--- config.mk ---
export PLATFORM = sky130hd
export DESIGN_NAME = pi_loop_square_reference_pwm_flat
export DESIGN_NICKNAME = d
export VERILOG_FILES = /design/src/design/pisq_pkg.sv /design/src/design/pisq_if.sv /design/src/design/pisq_ctrl.sv /design/src/design/pisq_dp.sv /design/src/design/pi_loop_square_reference_pwm.sv /design/src/flat_wrapper.sv
export SDC_FILE = /design/constraint.sdc
export NUM_CORES = 2
export LEC_CHECK = 0
export BUFFER_PORTS_ARGS = -buffer_cell sky130_fd_sc_hd__buf_4
export CORE_MARGIN = 2
export CORE_UTILIZATION = 45
export CTS_BUF_LIST = sky130_fd_sc_hd__clkbuf_8
export DETAILED_ROUTE_END_ITERATION = 12
export PLACE_DENSITY_LB_ADDON = 0.1
export SYNTH_ARGS = -nofsm -noshare
export SYNTH_HDL_FRONTEND = slang
export SYNTH_SLANG_ARGS = --single-unit
--- constraint.sdc ---
create_clock -name clk -period 21.6 [get_ports clk]
set_clock_uncertainty 0.1 [all_clocks]
set_input_delay 3.24 -clock clk [delete_from_list [all_inputs] [get_ports clk]]
set_output_delay 3.24 -clock clk [all_outputs]
set_load 0.005 [all_outputs]
--- src/design/pisq_pkg.sv ---
`timescale 1ns / 1ps

package pisq_pkg;

  // Field widths.
  localparam int ADC_W    = 10;
  localparam int GAIN_W   = 16;
  localparam int PERIOD_W = 16;
  localparam int DUTY_W   = 16;
  localparam int LOG_IDX_W = 8;
  localparam int INTEG_W  = 32;
  localparam int ERR_W    = ADC_W + 1;

  // Configuration port.
  localparam int CFG_IDX_W  = 3;
  localparam int CFG_DATA_W = 16;
  localparam logic [CFG_IDX_W-1:0] CFG_KP_GAIN    = 3'd0;
  localparam logic [CFG_IDX_W-1:0] CFG_KI_GAIN    = 3'd1;
  localparam logic [CFG_IDX_W-1:0] CFG_PWM_PERIOD = 3'd2;
  localparam logic [CFG_IDX_W-1:0] CFG_REF_HIGH   = 3'd3;
  localparam logic [CFG_IDX_W-1:0] CFG_REF_LOW    = 3'd4;

  // Register reset values.
  localparam logic [PERIOD_W-1:0] PWM_PERIOD_RST = 16'd3999;
  localparam logic [ADC_W-1:0]    REF_HIGH_RST   = 10'd800;
  localparam logic [ADC_W-1:0]    REF_LOW_RST    = 10'd200;

  // Default block parameters.
  localparam int WAVE_PERIOD_DEF    = 1000;
  localparam int CAPTURE_POINTS_DEF = 200;
  localparam int DECIMATE_BY_DEF    = 10;

  // Shared multiplier operand widths and product width.
  localparam int MUL_A_W = 33;
  localparam int MUL_B_W = 25;
  localparam int PROD_W  = MUL_A_W + MUL_B_W;

  // Percent in Q.12: effort is clamped to 0..PCT_FULL after adding PCT_OFFSET.
  localparam int U_W    = 19;
  localparam int USUM_W = 50;
  localparam logic signed [USUM_W-1:0] PCT_OFFSET = 50'sd204800;
  localparam logic signed [USUM_W-1:0] PCT_FULL   = 50'sd409600;

  // Scaled product is shifted by 12 and divided by 100 through a reciprocal.
  localparam int Y_W    = 23;
  localparam int Q_W    = 17;
  localparam int RECIP_SHIFT = 30;
  localparam logic signed [MUL_B_W-1:0] RECIP_M = 25'sd10737418;
  localparam logic [Y_W:0] DIV_C = 24'd100;

  // Multiplier operand selection.
  localparam logic [1:0] MUL_KP    = 2'd0;
  localparam logic [1:0] MUL_KI    = 2'd1;
  localparam logic [1:0] MUL_SCALE = 2'd2;
  localparam logic [1:0] MUL_RECIP = 2'd3;

  typedef struct packed {
    logic       in_ready;
    logic       accept;
    logic       mul_en;
    logic [1:0] mul_sel;
    logic       save_p1;
    logic       save_u;
    logic       save_y;
    logic       load_out;
  } pisq_cmd_t;

  typedef struct packed {
    logic in_valid;
    logic out_full;
    logic out_ready;
  } pisq_sts_t;

endpackage

--- src/design/pisq_if.sv ---
`timescale 1ns / 1ps

interface pisq_in_if;
  import pisq_pkg::*;
  logic             valid;
  logic             ready;
  logic [ADC_W-1:0] adc_sample;
  logic             start_capture;

  modport source (output valid, output adc_sample, output start_capture, input ready);
  modport sink   (input valid, input adc_sample, input start_capture, output ready);
endinterface

interface pisq_out_if;
  import pisq_pkg::*;
  logic                 valid;
  logic                 ready;
  logic [DUTY_W-1:0]    duty_compare;
  logic [ADC_W-1:0]     reference_now;
  logic                 log_valid;
  logic [LOG_IDX_W-1:0] log_index;
  logic [ADC_W-1:0]     log_adc;
  logic [ADC_W-1:0]     log_ref;
  logic                 capture_done;

  modport source (output valid, output duty_compare, output reference_now, output log_valid,
                  output log_index, output log_adc, output log_ref, output capture_done,
                  input ready);
  modport sink   (input valid, input duty_compare, input reference_now, input log_valid,
                  input log_index, input log_adc, input log_ref, input capture_done,
                  output ready);
endinterface

interface pisq_cfg_if;
  import pisq_pkg::*;
  logic                  valid;
  logic                  ready;
  logic [CFG_IDX_W-1:0]  index;
  logic [CFG_DATA_W-1:0] data;

  modport source (output valid, output index, output data, input ready);
  modport sink   (input valid, input index, input data, output ready);
endinterface

--- src/design/pisq_ctrl.sv ---
`timescale 1ns / 1ps

module pisq_ctrl (
  input  logic                  clk,
  input  logic                  rst_n,
  input  pisq_pkg::pisq_sts_t   sts,
  output pisq_pkg::pisq_cmd_t   cmd
);
  import pisq_pkg::*;

  localparam logic [2:0] ST_IDLE  = 3'd0;
  localparam logic [2:0] ST_P1    = 3'd1;
  localparam logic [2:0] ST_P2    = 3'd2;
  localparam logic [2:0] ST_SUM   = 3'd3;
  localparam logic [2:0] ST_SCALE = 3'd4;
  localparam logic [2:0] ST_RECIP = 3'd5;
  localparam logic [2:0] ST_OUT   = 3'd6;

  logic [2:0] state_r;
  logic [2:0] state_nxt;

  always_comb begin
    state_nxt = state_r;
    cmd = '0;
    cmd.mul_sel = MUL_KP;
    case (state_r)
      ST_IDLE: begin
        cmd.in_ready = 1'b1;
        if (sts.in_valid) begin
          cmd.accept = 1'b1;
          state_nxt = ST_P1;
        end
      end
      ST_P1: begin
        cmd.mul_en = 1'b1;
        cmd.mul_sel = MUL_KP;
        state_nxt = ST_P2;
      end
      ST_P2: begin
        cmd.mul_en = 1'b1;
        cmd.mul_sel = MUL_KI;
        cmd.save_p1 = 1'b1;
        state_nxt = ST_SUM;
      end
      ST_SUM: begin
        cmd.save_u = 1'b1;
        state_nxt = ST_SCALE;
      end
      ST_SCALE: begin
        cmd.mul_en = 1'b1;
        cmd.mul_sel = MUL_SCALE;
        state_nxt = ST_RECIP;
      end
      ST_RECIP: begin
        cmd.mul_en = 1'b1;
        cmd.mul_sel = MUL_RECIP;
        cmd.save_y = 1'b1;
        state_nxt = ST_OUT;
      end
      ST_OUT: begin
        // Wait here while the previous result still sits unread.
        if (!sts.out_full || sts.out_ready) begin
          cmd.load_out = 1'b1;
          state_nxt = ST_IDLE;
        end
      end
      default: begin
        state_nxt = ST_IDLE;
      end
    endcase
  end

  always_ff @(posedge clk) begin
    if (!rst_n) begin
      state_r <= ST_IDLE;
    end else begin
      state_r <= state_nxt;
    end
  end

endmodule

--- src/design/pisq_dp.sv ---
`timescale 1ns / 1ps

module pisq_dp #(
  parameter int WAVE_PERIOD    = pisq_pkg::WAVE_PERIOD_DEF,
  parameter int CAPTURE_POINTS = pisq_pkg::CAPTURE_POINTS_DEF,
  parameter int DECIMATE_BY    = pisq_pkg::DECIMATE_BY_DEF
) (
  input  logic                clk,
  input  logic                rst_n,
  pisq_in_if.sink             in_ch,
  pisq_out_if.source          out_ch,
  pisq_cfg_if.sink            cfg_ch,
  input  pisq_pkg::pisq_cmd_t cmd,
  output pisq_pkg::pisq_sts_t sts
);
  import pisq_pkg::*;

  localparam int WW = $clog2(WAVE_PERIOD);
  localparam int DW = $clog2(DECIMATE_BY + 1);
  localparam logic [WW-1:0] WAVE_HALF = WW'(WAVE_PERIOD / 2);
  localparam logic [WW-1:0] WAVE_LAST = WW'(WAVE_PERIOD - 1);
  localparam logic [DW-1:0] DEC_LAST  = DW'(DECIMATE_BY - 1);
  localparam logic [LOG_IDX_W-1:0] CAP_LAST = LOG_IDX_W'(CAPTURE_POINTS - 1);

  // Configuration registers.
  logic signed [GAIN_W-1:0] kp_r;
  logic signed [GAIN_W-1:0] ki_r;
  logic [PERIOD_W-1:0]      period_r;
  logic [ADC_W-1:0]         ref_high_r;
  logic [ADC_W-1:0]         ref_low_r;

  // Loop and capture state.
  logic [WW-1:0]                 wave_r, wave_nxt;
  logic signed [INTEG_W-1:0]     integ_r, integ_nxt;
  logic [DW-1:0]                 dec_r, dec_nxt;
  logic [LOG_IDX_W-1:0]          cap_pos_r, cap_pos_nxt;
  logic                          capturing_r, capturing_nxt;

  // Per-item working registers.
  logic signed [ERR_W-1:0]  err_r;
  logic signed [PROD_W-1:0] prod_r;
  logic signed [PROD_W-1:0] p1_r;
  logic [U_W-1:0]           u_r;
  logic [Y_W-1:0]           y_r;
  logic [ADC_W-1:0]         refv_r;
  logic                     lv_r;
  logic [LOG_IDX_W-1:0]     li_r;
  logic [ADC_W-1:0]         la_r;
  logic [ADC_W-1:0]         lr_r;
  logic                     done_r;

  // Output register.
  logic                 out_valid_r;
  logic [DUTY_W-1:0]    duty_r;
  logic [ADC_W-1:0]     o_ref_r;
  logic                 o_lv_r;
  logic [LOG_IDX_W-1:0] o_li_r;
  logic [ADC_W-1:0]     o_la_r;
  logic [ADC_W-1:0]     o_lr_r;
  logic                 o_done_r;

  // Accept-cycle combinational values.
  logic [ADC_W-1:0]         refv;
  logic signed [ERR_W-1:0]  err;
  logic signed [INTEG_W:0]  integ_sum;
  logic                     arm;
  logic                     cap_on;
  logic [DW-1:0]            dec_base;
  logic [LOG_IDX_W-1:0]     pos_base;
  logic                     hit;
  logic                     last_pt;

  logic signed [MUL_A_W-1:0] mul_a;
  logic signed [MUL_B_W-1:0] mul_b;
  logic signed [PROD_W-1:0]  prod_nxt;
  logic signed [USUM_W-1:0]  u_sum;
  logic [U_W-1:0]            u_clamp;
  logic [Q_W-1:0]            q0;
  logic [Y_W:0]              q100;
  logic [Y_W:0]              rem;
  logic [Q_W-1:0]            quot;

  assign in_ch.ready  = cmd.in_ready;
  assign cfg_ch.ready = 1'b1;

  assign sts.in_valid  = in_ch.valid;
  assign sts.out_full  = out_valid_r;
  assign sts.out_ready = out_ch.ready;

  always_ff @(posedge clk) begin
    if (!rst_n) begin
      kp_r       <= '0;
      ki_r       <= '0;
      period_r   <= PWM_PERIOD_RST;
      ref_high_r <= REF_HIGH_RST;
      ref_low_r  <= REF_LOW_RST;
    end else if (cfg_ch.valid) begin
      case (cfg_ch.index)
        CFG_KP_GAIN:    kp_r       <= cfg_ch.data;
        CFG_KI_GAIN:    ki_r       <= cfg_ch.data;
        CFG_PWM_PERIOD: period_r   <= cfg_ch.data;
        CFG_REF_HIGH:   ref_high_r <= cfg_ch.data[ADC_W-1:0];
        CFG_REF_LOW:    ref_low_r  <= cfg_ch.data[ADC_W-1:0];
        default: ;
      endcase
    end
  end

  always_comb begin
    refv = (wave_r < WAVE_HALF) ? ref_high_r : ref_low_r;
    err = $signed({1'b0, refv}) - $signed({1'b0, in_ch.adc_sample});
    integ_sum = {integ_r[INTEG_W-1], integ_r} + (INTEG_W + 1)'(err);

    // The two top bits disagree exactly when the 32-bit sum overflowed.
    if (integ_sum[INTEG_W] != integ_sum[INTEG_W-1]) begin
      integ_nxt = integ_sum[INTEG_W] ? {1'b1, {(INTEG_W-1){1'b0}}}
                                     : {1'b0, {(INTEG_W-1){1'b1}}};
    end else begin
      integ_nxt = integ_sum[INTEG_W-1:0];
    end

    // A request starts a run on this very item.
    arm = in_ch.start_capture && !capturing_r;
    cap_on = capturing_r || arm;
    dec_base = arm ? '0 : dec_r;
    pos_base = arm ? '0 : cap_pos_r;
    hit = cap_on && (dec_base == DEC_LAST);
    last_pt = hit && (pos_base == CAP_LAST);

    wave_nxt = (wave_r == WAVE_LAST) ? '0 : wave_r + 1'b1;
    dec_nxt = cap_on ? (hit ? '0 : dec_base + 1'b1) : dec_r;
    if (last_pt) begin
      cap_pos_nxt = '0;
    end else if (hit) begin
      cap_pos_nxt = pos_base + 1'b1;
    end else begin
      cap_pos_nxt = pos_base;
    end
    capturing_nxt = cap_on && !last_pt;
  end

  always_ff @(posedge clk) begin
    if (!rst_n) begin
      wave_r      <= '0;
      integ_r     <= '0;
      dec_r       <= '0;
      cap_pos_r   <= '0;
      capturing_r <= 1'b0;
    end else if (cmd.accept) begin
      wave_r      <= wave_nxt;
      integ_r     <= integ_nxt;
      dec_r       <= dec_nxt;
      cap_pos_r   <= cap_pos_nxt;
      capturing_r <= capturing_nxt;
    end
  end

  always_ff @(posedge clk) begin
    if (cmd.accept) begin
      err_r  <= err;
      refv_r <= refv;
      lv_r   <= hit;
      li_r   <= hit ? pos_base : '0;
      la_r   <= hit ? in_ch.adc_sample : '0;
      lr_r   <= hit ? refv : '0;
      done_r <= last_pt;
    end
  end

  // One shared multiplier serves both gains, the duty scaling and the
  // reciprocal division by 100.
  always_comb begin
    case (cmd.mul_sel)
      MUL_KP: begin
        mul_a = MUL_A_W'(err_r);
        mul_b = MUL_B_W'(kp_r);
      end
      MUL_KI: begin
        mul_a = MUL_A_W'(integ_r);
        mul_b = MUL_B_W'(ki_r);
      end
      MUL_SCALE: begin
        mul_a = $signed({{(MUL_A_W-U_W){1'b0}}, u_r});
        mul_b = $signed({{(MUL_B_W-PERIOD_W){1'b0}}, period_r});
      end
      MUL_RECIP: begin
        mul_a = $signed({{(MUL_A_W-Y_W){1'b0}}, prod_r[Y_W+11:12]});
        mul_b = RECIP_M;
      end
      default: begin
        mul_a = MUL_A_W'(err_r);
        mul_b = MUL_B_W'(kp_r);
      end
    endcase
    prod_nxt = mul_a * mul_b;
  end

  always_comb begin
    u_sum = $signed(p1_r[USUM_W-1:0]) + $signed(prod_r[USUM_W-1:0]) + PCT_OFFSET;
    if (u_sum[USUM_W-1]) begin
      u_clamp = '0;
    end else if (u_sum > PCT_FULL) begin
      u_clamp = PCT_FULL[U_W-1:0];
    end else begin
      u_clamp = u_sum[U_W-1:0];
    end

    // The reciprocal estimate is low by at most one.
    q0 = prod_r[RECIP_SHIFT+Q_W-1:RECIP_SHIFT];
    q100 = (Y_W + 1)'(q0) * DIV_C;
    rem = {1'b0, y_r} - q100;
    quot = (rem >= DIV_C) ? q0 + 1'b1 : q0;
  end

  always_ff @(posedge clk) begin
    if (cmd.mul_en) begin
      prod_r <= prod_nxt;
    end
    if (cmd.save_p1) begin
      p1_r <= prod_r;
    end
    if (cmd.save_u) begin
      u_r <= u_clamp;
    end
    if (cmd.save_y) begin
      y_r <= prod_r[Y_W+11:12];
    end
  end

  always_ff @(posedge clk) begin
    if (!rst_n) begin
      out_valid_r <= 1'b0;
    end else if (cmd.load_out) begin
      out_valid_r <= 1'b1;
    end else if (out_ch.ready) begin
      out_valid_r <= 1'b0;
    end
  end

  always_ff @(posedge clk) begin
    if (cmd.load_out) begin
      duty_r   <= quot[DUTY_W-1:0];
      o_ref_r  <= refv_r;
      o_lv_r   <= lv_r;
      o_li_r   <= li_r;
      o_la_r   <= la_r;
      o_lr_r   <= lr_r;
      o_done_r <= done_r;
    end
  end

  assign out_ch.valid         = out_valid_r;
  assign out_ch.duty_compare  = duty_r;
  assign out_ch.reference_now = o_ref_r;
  assign out_ch.log_valid     = o_lv_r;
  assign out_ch.log_index     = o_li_r;
  assign out_ch.log_adc       = o_la_r;
  assign out_ch.log_ref       = o_lr_r;
  assign out_ch.capture_done  = o_done_r;

endmodule

--- src/design/pi_loop_square_reference_pwm.sv ---
`timescale 1ns / 1ps

// PI loop with a square-wave reference and PWM duty output. Each input item is
// one control tick: the block picks the reference level from its wave counter,
// updates a saturating 32-bit error integrator, forms Kp*e + Ki*integral in
// Q.12 percent, offsets by 50 percent, clamps to 0..100 percent and scales it to
// a compare value of the PWM period, truncating. A capture request logs every
// DECIMATE_BY-th tick for CAPTURE_POINTS points. An item walks the states P1,
// P2, SUM, SCALE, RECIP and OUT after acceptance, and no new item is taken
// before OUT loads its result; the pace is set by the single shared multiplier,
// which is used in four passes per item (proportional, integral, duty scaling
// and division by 100 through a reciprocal). The result waits in an output
// register, and the next item is accepted while it waits. Gains and references
// are written through the configuration port, which is always ready.
module pi_loop_square_reference_pwm #(
  parameter int WAVE_PERIOD    = pisq_pkg::WAVE_PERIOD_DEF,
  parameter int CAPTURE_POINTS = pisq_pkg::CAPTURE_POINTS_DEF,
  parameter int DECIMATE_BY    = pisq_pkg::DECIMATE_BY_DEF
) (
  input  logic       clk,
  input  logic       rst_n,
  pisq_in_if.sink    in_ch,
  pisq_out_if.source out_ch,
  pisq_cfg_if.sink   cfg_ch
);
  import pisq_pkg::*;

  pisq_cmd_t cmd;
  pisq_sts_t sts;

  pisq_ctrl u_ctrl (
    .clk   (clk),
    .rst_n (rst_n),
    .sts   (sts),
    .cmd   (cmd)
  );

  pisq_dp #(
    .WAVE_PERIOD    (WAVE_PERIOD),
    .CAPTURE_POINTS (CAPTURE_POINTS),
    .DECIMATE_BY    (DECIMATE_BY)
  ) u_dp (
    .clk    (clk),
    .rst_n  (rst_n),
    .in_ch  (in_ch),
    .out_ch (out_ch),
    .cfg_ch (cfg_ch),
    .cmd    (cmd),
    .sts    (sts)
  );

  // Only one item is in flight, so acceptance drops ready for the next cycle.
  a_one_in_flight: assert property (@(posedge clk) disable iff (!rst_n)
    (in_ch.valid && in_ch.ready) |=> !in_ch.ready)
    else $error("input accepted while an item is still in work");

  a_done_is_logged: assert property (@(posedge clk) disable iff (!rst_n)
    (out_ch.valid && out_ch.capture_done) |-> out_ch.log_valid)
    else $error("capture done without a logged point");

  a_log_fields_zero: assert property (@(posedge clk) disable iff (!rst_n)
    (out_ch.valid && !out_ch.log_valid) |->
      (out_ch.log_index == '0 && out_ch.log_adc == '0 && out_ch.log_ref == '0))
    else $error("log fields set on a tick that is not logged");

  a_result_after_accept: assert property (@(posedge clk) disable iff (!rst_n)
    cmd.load_out |=> out_ch.valid)
    else $error("result load did not raise output valid");

endmodule

--- src/flat_wrapper.sv ---
// flat-port wrapper written by rule: the top's interface ports become plain ports
module pi_loop_square_reference_pwm_flat import pisq_pkg::*;
#(
  parameter int WAVE_PERIOD    = pisq_pkg::WAVE_PERIOD_DEF,
  parameter int CAPTURE_POINTS = pisq_pkg::CAPTURE_POINTS_DEF,
  parameter int DECIMATE_BY    = pisq_pkg::DECIMATE_BY_DEF
)
  (clk, rst_n, in_ch_valid, in_ch_adc_sample, in_ch_start_capture, in_ch_ready, out_ch_valid, out_ch_duty_compare, out_ch_reference_now, out_ch_log_valid, out_ch_log_index, out_ch_log_adc, out_ch_log_ref, out_ch_capture_done, out_ch_ready, cfg_ch_valid, cfg_ch_index, cfg_ch_data, cfg_ch_ready);
  pisq_in_if in_ch_i ();
  pisq_out_if out_ch_i ();
  pisq_cfg_if cfg_ch_i ();
  input  logic clk;
  input  logic rst_n;
  input wire logic [$bits(in_ch_i.valid)-1:0] in_ch_valid;
  input wire logic [$bits(in_ch_i.adc_sample)-1:0] in_ch_adc_sample;
  input wire logic [$bits(in_ch_i.start_capture)-1:0] in_ch_start_capture;
  output wire logic [$bits(in_ch_i.ready)-1:0] in_ch_ready;
  output wire logic [$bits(out_ch_i.valid)-1:0] out_ch_valid;
  output wire logic [$bits(out_ch_i.duty_compare)-1:0] out_ch_duty_compare;
  output wire logic [$bits(out_ch_i.reference_now)-1:0] out_ch_reference_now;
  output wire logic [$bits(out_ch_i.log_valid)-1:0] out_ch_log_valid;
  output wire logic [$bits(out_ch_i.log_index)-1:0] out_ch_log_index;
  output wire logic [$bits(out_ch_i.log_adc)-1:0] out_ch_log_adc;
  output wire logic [$bits(out_ch_i.log_ref)-1:0] out_ch_log_ref;
  output wire logic [$bits(out_ch_i.capture_done)-1:0] out_ch_capture_done;
  input wire logic [$bits(out_ch_i.ready)-1:0] out_ch_ready;
  input wire logic [$bits(cfg_ch_i.valid)-1:0] cfg_ch_valid;
  input wire logic [$bits(cfg_ch_i.index)-1:0] cfg_ch_index;
  input wire logic [$bits(cfg_ch_i.data)-1:0] cfg_ch_data;
  output wire logic [$bits(cfg_ch_i.ready)-1:0] cfg_ch_ready;
  assign in_ch_i.valid = in_ch_valid;
  assign in_ch_i.adc_sample = in_ch_adc_sample;
  assign in_ch_i.start_capture = in_ch_start_capture;
  assign in_ch_ready = in_ch_i.ready;
  assign out_ch_valid = out_ch_i.valid;
  assign out_ch_duty_compare = out_ch_i.duty_compare;
  assign out_ch_reference_now = out_ch_i.reference_now;
  assign out_ch_log_valid = out_ch_i.log_valid;
  assign out_ch_log_index = out_ch_i.log_index;
  assign out_ch_log_adc = out_ch_i.log_adc;
  assign out_ch_log_ref = out_ch_i.log_ref;
  assign out_ch_capture_done = out_ch_i.capture_done;
  assign out_ch_i.ready = out_ch_ready;
  assign cfg_ch_i.valid = cfg_ch_valid;
  assign cfg_ch_i.index = cfg_ch_index;
  assign cfg_ch_i.data = cfg_ch_data;
  assign cfg_ch_ready = cfg_ch_i.ready;
  pi_loop_square_reference_pwm #(.WAVE_PERIOD(WAVE_PERIOD), .CAPTURE_POINTS(CAPTURE_POINTS), .DECIMATE_BY(DECIMATE_BY)) u_core (.clk(clk), .rst_n(rst_n), .in_ch(in_ch_i), .out_ch(out_ch_i), .cfg_ch(cfg_ch_i));
endmodule
# Word-level counts from Yosys, hierarchy flattened

Cells that the tools add are included.

Register bits: 376
Bits in latches: 0
RAM bits: 0
ROM bits: 0
Input port bits: 35
Output and inout port bits: 59
Logic and storage cells: 111
Memories kept: 0

Add/sub/neg operators: 9
Multipliers: 2
Div/mod/pow operators: 0
Magnitude comparators: 3
Eq/ne operators: 19
Shifts and indexed selects: 0
Mux-type cells: 26
Bitwise logic cells: 0
Reduce and logical (&&, ||, !) cells: 21

Operator list:

| cell                                                                                 | count |
|---|---|
| 33-bit case mux with 4 select lines                                                  | 1 |
| 25-bit case mux with 4 select lines                                                  | 1 |
| 32-bit 2-to-1 mux                                                                    | 2 |
| 50-bit by 19-bit adder with 50-bit output, second input constant                     | 1 |
| 50-bit adder                                                                         | 1 |
| 50-bit by 20-bit > comparator with 1-bit output, second input constant               | 1 |
| 33-bit by 25-bit multiplier with 50-bit output                                       | 1 |
| 32-bit by 11-bit adder with 33-bit output                                            | 1 |
| 24-bit by 7-bit greater-or-equal comparator with 1-bit output, second input constant | 1 |
| 8-bit 2-to-1 mux                                                                     | 3 |
| 23-bit by 24-bit subtractor with 24-bit output                                       | 1 |
| 17-bit by 5-bit multiplier with 22-bit output, second input constant                 | 1 |
| 3-bit case mux with 7 select lines                                                   | 1 |
| 10-bit 2-to-1 mux                                                                    | 2 |
| 19-bit 2-to-1 mux                                                                    | 1 |
| 16-bit by 1-bit adder with 16-bit output, second input constant                      | 1 |
| 16-bit 2-to-1 mux                                                                    | 1 |
| 2-bit AND reduction                                                                  | 7 |
| 3-bit by 2-bit equality test with 1-bit output, second input constant                | 4 |
| 3-bit equality test, second input constant                                           | 4 |
| 3-bit case mux with 4 select lines                                                   | 1 |
| 10-bit by 10-bit subtractor with 11-bit output                                       | 1 |
| 10-bit by 1-bit adder with 10-bit output, second input constant                      | 1 |
| 10-bit equality test, second input constant                                          | 1 |
| other kinds (21)                                                                     | 40 |

# Longest topological paths before layout

Depth in word-level cells: 8
Depth in mapped cells: 35
Depth with buffers taken out: 32

# Hierarchy

From an unflattened synthesis, not the netlist that was laid out.

Cell total of the unflattened synthesis: 5037
Area total of the unflattened synthesis: 47399.2 um^2

By module, submodules not included:

| module    | times used | cells each | area each (um^2) |
|---|---|---|---|
| pisq_dp   | 1          | 5009       | 47165.2 |
| pisq_ctrl | 1          | 28         | 234.0 |

# Worst setup path before layout

OpenSTA, ideal clock, no wires.

Kind: flip-flop to flip-flop
From: register u_core.u_ctrl.state_r[2]
To: register u_core.u_dp.prod_r[47] (data pin)
Library setup time: 0.265 ns
Data arrival time: 9.308 ns
Setup slack: 11.927 ns
Stages on the path, launching flop included: 33
Path buffers: 5
Clock period less this slack: 9.673 ns
Path through: dfxtp_1 clkbuf_1 nor2_1 nand2_1 inv_1 clkbuf_1 clkbuf_1 buf_1 a21oi_1 nor2_1 fa_1 fa_1 inv_1 fa_1 inv_1 fa_1 fa_1 fa_1 inv_1 fa_1 inv_1 ha_1 clkbuf_1 a211o_1 a21oi_1 o21ai_0 a21oi_1 o21ai_0 a221o_1 a21oi_1 o22a_1 o21ai_0 xor2_1

Longest elaborated chain between the ends: 5
Elaborated cells between the ends (all ways): 12
Those cells by class: 1 x mul; 7 x eq/ne; 3 x mux; 1 x reduce/logical

RTL lines:

| item                                                                                              | line            | source |
|---|---|---|
| start, declared                                                                                   | pisq_ctrl.sv:19 | `logic [2:0] state_r;` |
| start signal, assigned                                                                            | pisq_ctrl.sv:77 | `state_r <= state_nxt;` |
| 3-bit equality test (tied with other cells)                                                       | pisq_ctrl.sv:26 | `case (state_r)` |
| 3-bit case mux with 4 select lines (*)                                                            | pisq_ctrl.sv:26 |  |
| 2-bit equality test (tied with other cells)                                                       | pisq_dp.sv:173  | `case (cmd.mul_sel)` |
| 33-bit case mux with 4 select lines / 25-bit case mux with 4 select lines (equally long branches) | pisq_dp.sv:173  |  |
| 33-bit by 25-bit multiplier with 50-bit output (*)                                                | pisq_dp.sv:195  | `prod_nxt = mul_a * mul_b;` |
| via u_core.u_dp.prod_nxt[47]                                                                      | pisq_dp.sv:75   | `logic signed [PROD_W-1:0] prod_nxt;` |
| end signal, assigned                                                                              | pisq_dp.sv:217  | `prod_r <= prod_nxt;` |
| end, declared                                                                                     | pisq_dp.sv:41   | `logic signed [PROD_W-1:0] prod_r;` |

Mark *: on every way through the listed nets, which the timed path passes. The rest lies on a longest branch.
A chain may end at the register's enable or synchronous reset.

# Worst setup path after layout

From: register u_core.u_ctrl.state_r[1]
To: register u_core.u_dp.prod_r[43] (data pin)

Same word-level chain as after synthesis.

==> impl_metrics.tcl <==
set metrics [dict create \
    status "finished, final reports clean" \
    post_cts_buffers 0 \
    cpMostUsedCell "fa_1" \
    ys_async_sr_fraction_pct 0 \
    path_class "register to register" \
    ir_drop_mv 0.182 \
    crit_arrival_ns 11.04 \
    setup_viol 0 \
    initial_utilization_pct 45.5 \
    num_rows 118 \
    yosysSeqAreaShare_pct 21.1 \
    hold_buffers 0 \
    antenna_found_initial 3 \
    rsz0062_at_grt "no" \
    routed_wl_um 134000 \
    port-buffer-count 92 \
    die_area_um2 108000 \
    ys_warn_count 0 \
    numCtsBuffers 70 \
    clock_latency_ns 0.71 \
    vias 34700 \
    relSlewSlack_pct 19.2 \
    clock-sinks 374 \
    grt_max_degree 72 \
    p_clk_share_pct 12.0 \
    die-height_um 328 \
    fin_crit_ns 10.69 \
    htreeDepth 3 \
    synth.distinct_cells 95 \
    intPower_mw 2.83 \
    tightest_slew_ns 1.21 \
    drt_first_pass_iters 5 \
    drc 0 \
    via_per_inst 5.37 \
    postSynthCellCount 5004 \
    ys_dominant_reg_cell "edfxtp_1" \
    grt_pass1_vias 35900 \
    syn_to_final_growth_pct 7.51 \
    drv_slew 0 \
    final_layout_size_suffix_gt1_share_pct 6.75 \
    grt_use_total_pct 25.5 \
    clk_pin_slew_ns 0.06 \
    p_total_mw 5.65 \
    crit_fanout 22 \
    finalWeightedCongestion 0.923 \
    hold_viol 0 \
    grt_first_pass_wirelength_um 211000 \
    ys_seq_elements 374 \
    post_cts_resized 0 \
    ant_nets 0 \
    gr-total-overflow 0 \
    setup.worst_path.start_class "register" \
    max_freq_mhz 93.5 \
    synth_area_um2 47200 \
    path_buf_inv 6 \
    powerDensity_nw_per_um2 111 \
    cts_max_path_buffers 3 \
    comb_power_share_pct 70.0 \
    drt_iter0_markers 2528 \
    cp.required_ns 21.95 \
    syn-num-nets 6161 \
    cts_tree "yes" \
    cpMaxStageDelayCell "nor2_1" \
    cellLeakagePower_nw 24.1 \
    critPathMaxStageDelay_ns 0.96 \
    tns_ns 0 \
    power.switching_mw 2.82 \
    hp-class "register to register" \
    p_sw_share_pct 49.9 \
    layout.core_utilization_pct 48.9 \
    synth_edf_count 247 \
    top_level_ports 94 \
    core_area_um2 104000 \
    cts-root-buf "clkbuf_8" \
    drv_cap 0 \
    fin_crit_sh_pct 49.5 \
    dp_hpwl_um 109000 \
    worstSetupEndpointType "register" \
    crit_family "adder cells" \
    die_width_um 328 \
    fin_nets 6186 \
    syn_area_per_cell_um2 9.44 \
    routedWlPerCell_um 20.8 \
    seqPwrFrac_pct 18.0 \
]
-- path summary, 6_finish.rpt --
| check | cells past startpoint | to | slack (ns) | startpoint |
|---|---|---|---|---|
| max | 29 | u_core.u_dp.prod_r[43] | 10.91 | u_core.u_ctrl.state_r[1] |
| min | 0 | u_core.u_dp.out_ch.reference_now[9] | 0.30 | u_core.u_dp.refv_r[9] |
| max reg2reg | 29 | u_core.u_dp.prod_r[43] | 10.91 | u_core.u_ctrl.state_r[1] |
| min reg2reg | 0 | u_core.u_dp.out_ch.reference_now[9] | 0.30 | u_core.u_dp.refv_r[9] |
-- logic make-up after synthesis --
logic type,Yosys count,share of synthesized area [%]
adder cells (fa/ha/maj),1128,41.7
AO/OA/AOI/OAI,818,11.1
flip-flops,374,21.1
other,1,0.00794
multiplexers,53,1.18
XOR/XNOR,180,3.34
AND/OR/NAND/NOR,1361,12.7
buffers and inverters,1089,8.78
-- power by group through the flow --
stage          Combinational (mW)  Clock [mW]  Sequential (mW)
2_1_floorplan                3.00           0            0.952
3_3_place_gp                 3.91           0             1.03
3_5_place_dp                 3.91           0             1.03
4_1_cts                      3.94       0.698             1.02
5_1_grt                      4.46       0.725             1.02
6_report                     3.96       0.675             1.02
-- area by class of cell --
cell class	instances	area, µm²
fillers	9959	53000
multi-input cells	3541	33300
flip-flops and latches	374	9960
inverters	899	3380
well taps	1380	1730
clock buffers	78	1070
repair buffers	143	1070
clock inverters	46	294
diodes	1	2.50
-- routing by layer --
layer / vias to the layer above / wire length (µm) / GRT usage (%) / share of wire (%)
met5: - / 0 / 0 / 0
met4: 0 / 3700 / 7.46 / 2.8
met3: 180 / 8070 / 4.31 / 6.0
met2: 899 / 61100 / 40.6 / 45
met1: 17400 / 61500 / 35.9 / 46
li1: 16200 / - / - / -
-- cells in the final DEF (no fill, tap or decap), types with 40 or more instances in the layout --
master      n
nand2_1   517
nand2b_1   46
fa_1      747
nand3_1    70
a21o_1     89
a21oi_1   275
xnor2_1   123
edfxtp_1  247
xor2_1     55
clkbuf_8   78
buf_4     143
and2_1     40
inv_1     912
ha_1      375
nor2_1    484
o21ai_0   137
dfxtp_1   125
-- through the flow --
stage | area (µm²) | hold slack (ns) | worst slack [ns] | std cells
after CTS | 50800 | 0.299 | 10.96 | 6461
after global routing | 50800 | 0.305 | 10.10 | 6462
after detailed placement | 49400 | 0.305 | 10.97 | 6337
after floorplan | 47200 | 0.300 | 11.93 | 5004
final | 50800 | 0.295 | 10.91 | 6462
after global placement | 49400 | 0.301 | 11.01 | 6337
-- registers in the layout, summed over array words and instances, names as in the netlist, 19 cells and up --
register,count
u_core.u_dp.integ_r,32
u_core.u_dp.u_r,19
u_core.u_dp.prod_r,50
u_core.u_dp.p1_r,50
u_core.u_dp.y_r,21
-- cells in the mapped netlist, types with 9 or more instances --
master     count  area (µm²)
inv_1        896        3360
or2_2         15        93.8
nand4_1       23         144
nor3_1        39         195
mux2i_1       31         310
and2_1        40         250
nor2b_1       26         163
o21bai_1      23         173
edfxtp_1     247        7420
nand3_1       70         350
or3_1         14        87.6
buf_2         15        75.1
o21ai_1       18        90.1
a21o_1        89         668
xnor2_1      125        1090
fa_1         747       15000
xor2_1        55         482
ha_1         375        4690
nand2b_1      46         288
a221oi_1      21         184
nor4_1        18         113
a211oi_1      26         195
o2111ai_1      9        78.8
and3_1        20         125
nand2_1      517        1940
nor2_1       485        1820
o211ai_1      14         105
mux2_2        21         236
a31o_2         9        78.8
dfxtp_1      127        2540
clkbuf_1     162         608
o21ai_0      138         691
a31oi_1       23         144
o31ai_1       10        75.1
a21oi_1      278        1390
o21a_1        33         248
a311oi_1       9        78.8
a221o_1       14         140
o22ai_1       19         119
(Power assumes the default switching activity.)
